<file path="config.mk">
export PLATFORM = sky130hd
export DESIGN_NAME = stx_etx_frame_parser_fletcher
export DESIGN_NICKNAME = d
export VERILOG_FILES = /design/src/rtl/sefp_pkg.sv /design/src/rtl/stx_etx_frame_parser_fletcher.sv
export SDC_FILE = /design/constraint.sdc
export NUM_CORES = 1
export LEC_CHECK = 0
export ABC_AREA = 1
export BUFFER_PORTS_ARGS = -buffer_cell sky130_fd_sc_hd__buf_2
export CORE_MARGIN = 1.5
export CORE_UTILIZATION = 50
export CTS_CLUSTER_DIAMETER = 30
export DETAILED_ROUTE_END_ITERATION = 10
export HOLD_SLACK_MARGIN = 0.12
export PLACE_DENSITY = 0.65
export SETUP_SLACK_MARGIN = 0.15
export SLEW_MARGIN = 10
export SYNTH_ARGS = -nofsm -noshare
export SYNTH_HDL_FRONTEND = slang
export SYNTH_SLANG_ARGS = --single-unit
</file>
<file path="constraint.sdc">
create_clock -name clock -period 3 [get_ports clock]
set_input_delay 0.3 -clock clock [delete_from_list [all_inputs] [get_ports clock]]
set_output_delay 0.3 -clock clock [all_outputs]
set_load 0.005 [all_outputs]
</file>
<file path="src/rtl/sefp_pkg.sv">
// Shared types and constants for the STX/ETX frame parser with Fletcher checksum.
package sefp_pkg;

   // Framing bytes.
   localparam logic [7:0] START_BYTE = 8'h02;
   localparam logic [7:0] END_BYTE   = 8'h03;

   // Result kinds.
   localparam logic KIND_PAYLOAD = 1'b0;
   localparam logic KIND_STATUS  = 1'b1;

   // Frame end status codes.
   localparam logic [1:0] STATUS_OK       = 2'd0;
   localparam logic [1:0] STATUS_CHECKSUM = 2'd1;
   localparam logic [1:0] STATUS_BAD_END  = 2'd2;
   localparam logic [1:0] STATUS_UNUSED   = 2'd3;

   // One result beat.
   typedef struct packed {
      logic       kind;
      logic [1:0] status;
      logic [7:0] frame_command;
      logic [7:0] frame_length;
      logic [7:0] byte_index;
      logic [7:0] byte_value;
   } result_type;

endpackage

</file>
<file path="src/rtl/stx_etx_frame_parser_fletcher.sv">
// Top level of the STX/ETX frame parser with a Fletcher-style checksum pair.
//
// Usage:
//   The request channel (req_valid, req_stall, req_rx_byte) takes one received
//   serial byte per beat. Frames are: start 0x02, command, length, payload
//   bytes, checksum A, checksum B, end 0x03.
//   The response channel (rsp_valid, rsp_stall, rsp_*) gives one beat for
//   each payload byte (kind 0, with its index and value) and one status beat
//   for the byte in the end position (kind 1: ok, checksum mismatch or bad
//   end byte). Other bytes give no beat.
//   Result path: a result from an accepted byte is registered into the output
//   register, or into the skid register while the output register is held.
//   Throughput: one byte per cycle while req_stall is low; the parse state
//   updates in the accepting cycle and the result goes into the output or skid register.
//   Stalls: a two-entry output buffer (output register plus skid register)
//   sits on the response side. req_stall is high only while the skid register
//   holds a beat, so the request side keeps flowing while only the output
//   register is held and stops only when both entries are full.
//   Reset (synchronous, active high) clears the parse state to waiting for a
//   start byte, zeroes the sums and header and empties both output entries.
module stx_etx_frame_parser_fletcher
   import sefp_pkg::*;
(
   input  logic       clock,
   input  logic       reset,
   // Request channel.
   input  logic       req_valid,
   output logic       req_stall,
   input  logic [7:0] req_rx_byte,
   // Response channel.
   output logic       rsp_valid,
   input  logic       rsp_stall,
   output logic       rsp_kind,
   output logic [1:0] rsp_status,
   output logic [7:0] rsp_frame_command,
   output logic [7:0] rsp_frame_length,
   output logic [7:0] rsp_byte_index,
   output logic [7:0] rsp_byte_value
);

   typedef enum logic [2:0] {
      PH_WAIT_START = 3'd0,
      PH_COMMAND    = 3'd1,
      PH_LENGTH     = 3'd2,
      PH_PAYLOAD    = 3'd3,
      PH_SUM_B      = 3'd4,
      PH_END        = 3'd5
   } phase_type;

   phase_type  phase_ff, phase_in;
   logic [7:0] sum_a_ff, sum_a_in;
   logic [7:0] sum_b_ff, sum_b_in;
   logic [7:0] command_ff, command_in;
   logic [7:0] length_ff, length_in;
   logic [7:0] count_ff, count_in;
   logic [7:0] rx_sum_a_ff, rx_sum_a_in;
   logic [7:0] rx_sum_b_ff, rx_sum_b_in;

   logic       accept;
   logic       new_valid;
   result_type new_result;
   logic [7:0] acc_a;
   logic [7:0] acc_b;

   logic       out_valid_ff;
   result_type out_ff;
   logic       skid_valid_ff;
   result_type skid_ff;
   logic       out_take;

   assign accept   = req_valid && !req_stall;
   assign out_take = out_valid_ff && !rsp_stall;

   // Running Fletcher sums with the current byte folded in.
   assign acc_a = sum_a_ff + req_rx_byte;
   assign acc_b = sum_b_ff + acc_a;

   // Next parse state and the result caused by the current byte.
   always_comb begin
      phase_in    = phase_ff;
      sum_a_in    = sum_a_ff;
      sum_b_in    = sum_b_ff;
      command_in  = command_ff;
      length_in   = length_ff;
      count_in    = count_ff;
      rx_sum_a_in = rx_sum_a_ff;
      rx_sum_b_in = rx_sum_b_ff;
      new_valid   = 1'b0;
      new_result  = '{kind: KIND_PAYLOAD, status: STATUS_OK,
                      frame_command: command_ff, frame_length: length_ff,
                      byte_index: 8'd0, byte_value: 8'd0};
      unique case (phase_ff)
         PH_WAIT_START: begin
            // Any byte seeds the sums and clears the header.
            if (req_rx_byte == START_BYTE) begin
               phase_in = PH_COMMAND;
            end
            sum_a_in   = req_rx_byte;
            sum_b_in   = req_rx_byte;
            command_in = 8'd0;
            length_in  = 8'd0;
            count_in   = 8'd0;
         end
         PH_COMMAND: begin
            command_in = req_rx_byte;
            sum_a_in   = acc_a;
            sum_b_in   = acc_b;
            phase_in   = PH_LENGTH;
         end
         PH_LENGTH: begin
            length_in = req_rx_byte;
            sum_a_in  = acc_a;
            sum_b_in  = acc_b;
            phase_in  = PH_PAYLOAD;
         end
         PH_PAYLOAD: begin
            if (count_ff < length_ff) begin
               sum_a_in              = acc_a;
               sum_b_in              = acc_b;
               new_valid             = 1'b1;
               new_result.byte_index = count_ff;
               new_result.byte_value = req_rx_byte;
               count_in              = count_ff + 8'd1;
            end else begin
               // Payload done: this byte is checksum A.
               rx_sum_a_in = req_rx_byte;
               phase_in    = PH_SUM_B;
            end
         end
         PH_SUM_B: begin
            rx_sum_b_in = req_rx_byte;
            phase_in    = PH_END;
         end
         PH_END: begin
            new_valid       = 1'b1;
            new_result.kind = KIND_STATUS;
            if (req_rx_byte != END_BYTE) begin
               new_result.status = STATUS_BAD_END;
            end else if (rx_sum_a_ff == sum_a_ff && rx_sum_b_ff == sum_b_ff) begin
               new_result.status = STATUS_OK;
            end else begin
               new_result.status = STATUS_CHECKSUM;
            end
            phase_in = PH_WAIT_START;
         end
         default: begin
            phase_in = PH_WAIT_START;
         end
      endcase
   end

   // Parse state, output register and skid register.
   always_ff @(posedge clock) begin
      if (reset) begin
         phase_ff      <= PH_WAIT_START;
         sum_a_ff      <= 8'd0;
         sum_b_ff      <= 8'd0;
         command_ff    <= 8'd0;
         length_ff     <= 8'd0;
         count_ff      <= 8'd0;
         rx_sum_a_ff   <= 8'd0;
         rx_sum_b_ff   <= 8'd0;
         out_valid_ff  <= 1'b0;
         skid_valid_ff <= 1'b0;
         out_ff        <= '0;
         skid_ff       <= '0;
      end else begin
         if (accept) begin
            phase_ff    <= phase_in;
            sum_a_ff    <= sum_a_in;
            sum_b_ff    <= sum_b_in;
            command_ff  <= command_in;
            length_ff   <= length_in;
            count_ff    <= count_in;
            rx_sum_a_ff <= rx_sum_a_in;
            rx_sum_b_ff <= rx_sum_b_in;
         end
         if (skid_valid_ff) begin
            if (out_take) begin
               out_valid_ff  <= 1'b1;
               skid_valid_ff <= 1'b0;
               out_ff        <= skid_ff;
            end
         end else if (!out_valid_ff || out_take) begin
            out_valid_ff <= accept && new_valid;
            out_ff       <= new_result;
         end else begin
            if (accept && new_valid) begin
               skid_valid_ff <= 1'b1;
            end
            skid_ff <= new_result;
         end
      end
   end

   assign req_stall         = skid_valid_ff;
   assign rsp_valid         = out_valid_ff;
   assign rsp_kind          = out_ff.kind;
   assign rsp_status        = out_ff.status;
   assign rsp_frame_command = out_ff.frame_command;
   assign rsp_frame_length  = out_ff.frame_length;
   assign rsp_byte_index    = out_ff.byte_index;
   assign rsp_byte_value    = out_ff.byte_value;

endmodule

</file>
# --- Word level (Yosys, flattened, before mapping) ---
# Index checks and enable logic that the tools add are counted.
# Widths: inputs -> output; s select.
word_totals:
  reg_bits: 131
  input_bits: 12
  output_inout_bits: 37
  word_cells: 94
classes:
  n_addsub: 3
  n_lt_le_gt_ge: 1
  n_eq_ne: 13
  mux: 28
  bitwise: 3
  reduce_logical: 24
ops:
  columns: ["op", "count"]
  rows:
  - ["$mux 35", 3]
  - ["$pmux 8 s2", 3]
  - ["$pmux 8 s3", 2]
  - ["$mux 16", 2]
  - ["$mux 8", 3]
  - ["$add 8x8->8", 2]
  - ["$eq 8x8->1", 2]
  - ["$pmux 3 s5", 1]
  - ["$reduce_and 3->1", 4]
  - ["$reduce_and 2->1", 5]
  - ["$mux 1", 9]
  - ["$mux 3", 3]
  - ["$add 8x1->8 const B", 1]
  - ["$eq 8x2->1 const B", 1]
  - ["$lt 8x8->1", 1]
  - ["$ne 8x2->1 const B", 1]
  - ["$reduce_bool 2->1", 4]
  - ["$eq 3x2->1 const B", 2]
  - ["$eq 3x3->1 const B", 2]
  - ["$ne 2x2->1 const B", 3]
  - ["$logic_and 1x1->1", 4]
  - ["$eq 3x1->1 const B", 1]
  - ["$logic_not 1->1", 3]
  - ["$logic_not 3->1", 1]
  - ["other kinds (7)", 9]

# --- Depth between registers and ports, before layout ---
logic_depth:
  ltp_word: 7
  depth_mapped: 17
  mapped_depth_nobuf: 17

# --- Least setup slack after synthesis ---
# OpenSTA, ideal clock, no wires.
synth_path:
  kind: "reg2reg"
  startpoint: "register sum_a_ff[2]"
  endpoint: "register sum_b_ff[6]"
  setup_time_ns: 0.111
  arrival_ns: 2.280
  required_time_ns: 2.889
  setup_slack_ns: 0.609
  path_stages_with_launch: 12
  path_buffers: 0
  synth_period_minus_slack_ns: 2.391
  path_cell_list: "dfxtp_1 -> ha_1 -> or2_2 -> and2_1 -> xor2_1 -> ha_1 -> a21oi_1 -> or2_2 -> a31oi_1 -> o22ai_1 -> nor2_1 -> nor2_1"
synth_between:
  elab_chain_len: 4
synth_lines:
  columns: ["element", "line", "text"]
  rows:
  - ["from (decl)", "stx_etx_frame_parser_fletcher.sv:51", "logic [7:0] sum_a_ff, sum_a_in;"]
  - ["from (signal assigned)", "stx_etx_frame_parser_fletcher.sv:170", "sum_a_ff <= sum_a_in;"]
  - ["$add 8x8->8 (*)", "stx_etx_frame_parser_fletcher.sv:75", "assign acc_a = sum_a_ff + req_rx_byte;"]
  - ["$add 8x8->8 (*)", "stx_etx_frame_parser_fletcher.sv:76", "assign acc_b = sum_b_ff + acc_a;"]
  - ["$mux 8", "stx_etx_frame_parser_fletcher.sv:117", "if (count_ff < length_ff) begin"]
  - ["$pmux 8 s3 (*)", "stx_etx_frame_parser_fletcher.sv:92", "unique case (phase_ff)"]
  - ["to (signal assigned)", "stx_etx_frame_parser_fletcher.sv:171", "sum_b_ff <= sum_b_in;"]
  - ["to (decl)", "stx_etx_frame_parser_fletcher.sv:52", "logic [7:0] sum_b_ff, sum_b_in;"]
# Mark *: on every way between the ends. The rest lies on a longest branch, timed or not. The select of a mux whose other input is x is not followed.
# A chain may end at the register's enable or synchronous reset.

# --- Final worst setup path ---
# Same ends and word-level chain as after synthesis.

==> impl_metrics.env <==
export IMPL_status="finished, final reports clean"
export IMPL_finalHoldViolCount=0
export IMPL_pre_cts_ws_ns=0.310
export IMPL_ys_flop_type="dfxtp_1"
export IMPL_hold_path_depth=3
export IMPL_drc=0
export IMPL_drtAntennaViolNets=0
export IMPL_crit_arrival_ns=2.88
export IMPL_via_count=5821
export IMPL_antenna_cells=0
export IMPL_ys_seq_elements=131
export IMPL_end_kind="flop"
export IMPL_hp_class="input port to flop"
export IMPL_synth_top_cells_by_count="nand2_1, dfxtp_1, nor2_1, o21ai_0, a21oi_1"
export IMPL_worst_ir_drop_vdd_mv=0.296
export IMPL_fin_cells=1111
export IMPL_power_mw=4.71
export IMPL_min_period_over_period=0.851
export IMPL_setup_slack_ns=0.446
export IMPL_drv_cap=0
export IMPL_cp_start_kind="flop"
export IMPL_crit_type="flop to flop"
export IMPL_cts_clk_slew_worst_paths_ns=0.06
export IMPL_crit_fanout=5
export IMPL_syn_avg_cell_area_um2=7.21
export IMPL_fin_util=0.586
export IMPL_cts_setup_buffers=0
export IMPL_reg2regPathDepth=11
export IMPL_area_growth_pct=14.8
export IMPL_slew_headroom=0.379
export IMPL_synth_edf_count=0
export IMPL_synth_most_common_cell="nand2_1"
export IMPL_worst_skew_pair_late_latency_ns=0.42
export IMPL_cp_data_required_time_ns=3.32
export IMPL_rsz0062_at_grt="false"
export IMPL_ys_seq_area_frac=0.408
export IMPL_rows=41
export IMPL_syn_nets=927
export IMPL_die_y_um=116
export IMPL_dp_hpwl_um=11400
export IMPL_grt_pass1_vias=5291
export IMPL_regToRegSetupSlack_ns=0.45
export IMPL_die_w_um=116
export IMPL_async_reset_ff_frac=0
export IMPL_dr_pass1_iters=5
export IMPL_netlist_area_um2=6420
export IMPL_grt_pass1_wl_um=26100
export IMPL_nets=963
export IMPL_place_congestion=0.941
export IMPL_cts_buffer_depth=2
export IMPL_coreArea_um2=12600
export IMPL_htreeDepth=4
export IMPL_setup_viol=0
export IMPL_track_usage=0.251
export IMPL_yosysTopAreaCell="dfxtp_1"
export IMPL_grt_antenna_before_repair=0
export IMPL_cts_resized=0
export IMPL_wl_um=16100
export IMPL_io_buffer_count=48
export IMPL_vias_per_cell=5.24
export IMPL_ys_types=42
export IMPL_layout_min_cycle_time_ns=2.55
export IMPL_grt_max_degree=45
export IMPL_ys_warn_count=0
export IMPL_leakagePower_nw=3.36
export IMPL_drtIter0Drc=385
export IMPL_yosys_top_cells_area="dfxtp_1, nand2_1, o21ai_0, nor2_1, a21oi_1"
export IMPL_netlist_area_leader_share=0.408
export IMPL_cts_tree="yes"
export IMPL_postCtsHoldBufs=0
export IMPL_timing_worst_slew_pin_value_ns=0.930
export IMPL_synthCells=890
export IMPL_routedWlPerCell_um=14.5
export IMPL_skew_ns=0.00766
export IMPL_ioPinCount=49
export IMPL_cts_inserted_buffers=17
export IMPL_drive_gt1_frac=0.137
export IMPL_dpl_cell_count=1079
export IMPL_setup_tns_final_ns=0
export IMPL_slew_viol_final=0
export IMPL_start_util=0.511
export IMPL_max_freq_ghz=0.392
export IMPL_powerDensity_nw_per_um2=639
export IMPL_dieArea_um2=13500
export IMPL_clock_sinks=131
export IMPL_gr_total_overflow=0
export IMPL_cts_root_buf="clkbuf_16"
## metrics by stage
step,area (um^2),hold WS [ns]
finish,7370,0.210
global route,7370,0.220
CTS,7370,0.195
detailed placement,6750,0.438
global placement,6750,0.432
floorplan,6420,0.441
## registers in the layout, indices dropped and copies added, names as in the netlist
register           cells
rsp_status             2
sum_b_ff               8
rsp_byte_value         8
rsp_byte_index         8
sum_a_ff               8
req_stall              1
length_ff              8
rsp_frame_length       8
count_ff               8
rx_sum_a_ff            8
skid_ff               35
rsp_kind               1
phase_ff               3
rsp_valid              1
rx_sum_b_ff            8
command_ff             8
rsp_frame_command      8
## layout by cell type, fill, tap and decap left out, types with 5 or more instances in the layout
master,n
nand4_1,13
o21ai_0,91
or2_2,6
nor2_1,110
ha_1,23
inv_1,53
xnor2_1,17
nor2_2,13
a21oi_1,78
clkbuf_16,17
buf_2,48
nor3_1,12
inv_2,6
mux2i_1,9
buf_4,9
nand2_2,5
xor2_1,6
clkinv_4,5
nand3_1,25
a211oi_1,7
dfxtp_1,131
nand2_1,214
## layer usage
| metal | up-vias | GRT usage | wire, um |
|---|---|---|---|
| met5 | - | 0 | 0 |
| met4 | 0 | 0.115 | 385 |
| met3 | 25 | 0.0514 | 501 |
| met2 | 129 | 0.418 | 7680 |
| met1 | 2685 | 0.315 | 7540 |
| li1 | 2982 | - | - |
## where the power goes
| group | switching [mW] | internal [mW] |
|---|---|---|
| Sequential | 0.0590 | 1.81 |
| Clock | 0.799 | 1.34 |
| Combinational | 0.451 | 0.259 |
## cells by family (layout without fill, tap and decap cells)
family / Yosys count / count (layout) / share of synthesized area
muxes: 9 / 9 / 0.0140
and+or+nand+nor: 410 / 410 / 0.273
adders and majority gates: 25 / 25 / 0.0511
AOI/OAI and AO/OA: 192 / 192 / 0.157
xor gates and xnor gates: 23 / 23 / 0.0314
DFF: 131 / 131 / 0.408
buffers and inverters: 100 / 149 / 0.0649
## final cells by class
cell class,count,area (um^2)
fillers,1145,5200
multi-input cells,659,3380
flip-flops and latches,131,2620
clock buffers,18,439
repair buffers,57,308
inverters,60,225
well taps,172,215
clock inverters,14,179
## path summary, 6_finish.rpt
check | from | end
min reg2reg | rsp_byte_value[4] | rsp_byte_value[4]
min | req_rx_byte[6] | command_ff[6]
max reg2reg | sum_a_ff[2] | sum_b_ff[6]
max | sum_a_ff[2] | sum_b_ff[6]
## worst max-delay path, cell delays in order (launching register included)
cell and delay (ns):
dfxtp_1 0.33, ha_1 0.33, or2_2 0.34, and2_1 0.17, xor2_1 0.15, ha_1 0.37, a21oi_1 0.10, or2_2 0.29
a31oi_1 0.14, o22ai_1 0.08, nor2_1 0.10, nor2_1 0.04
No activity file was read; power rests on OpenSTA's default activity.
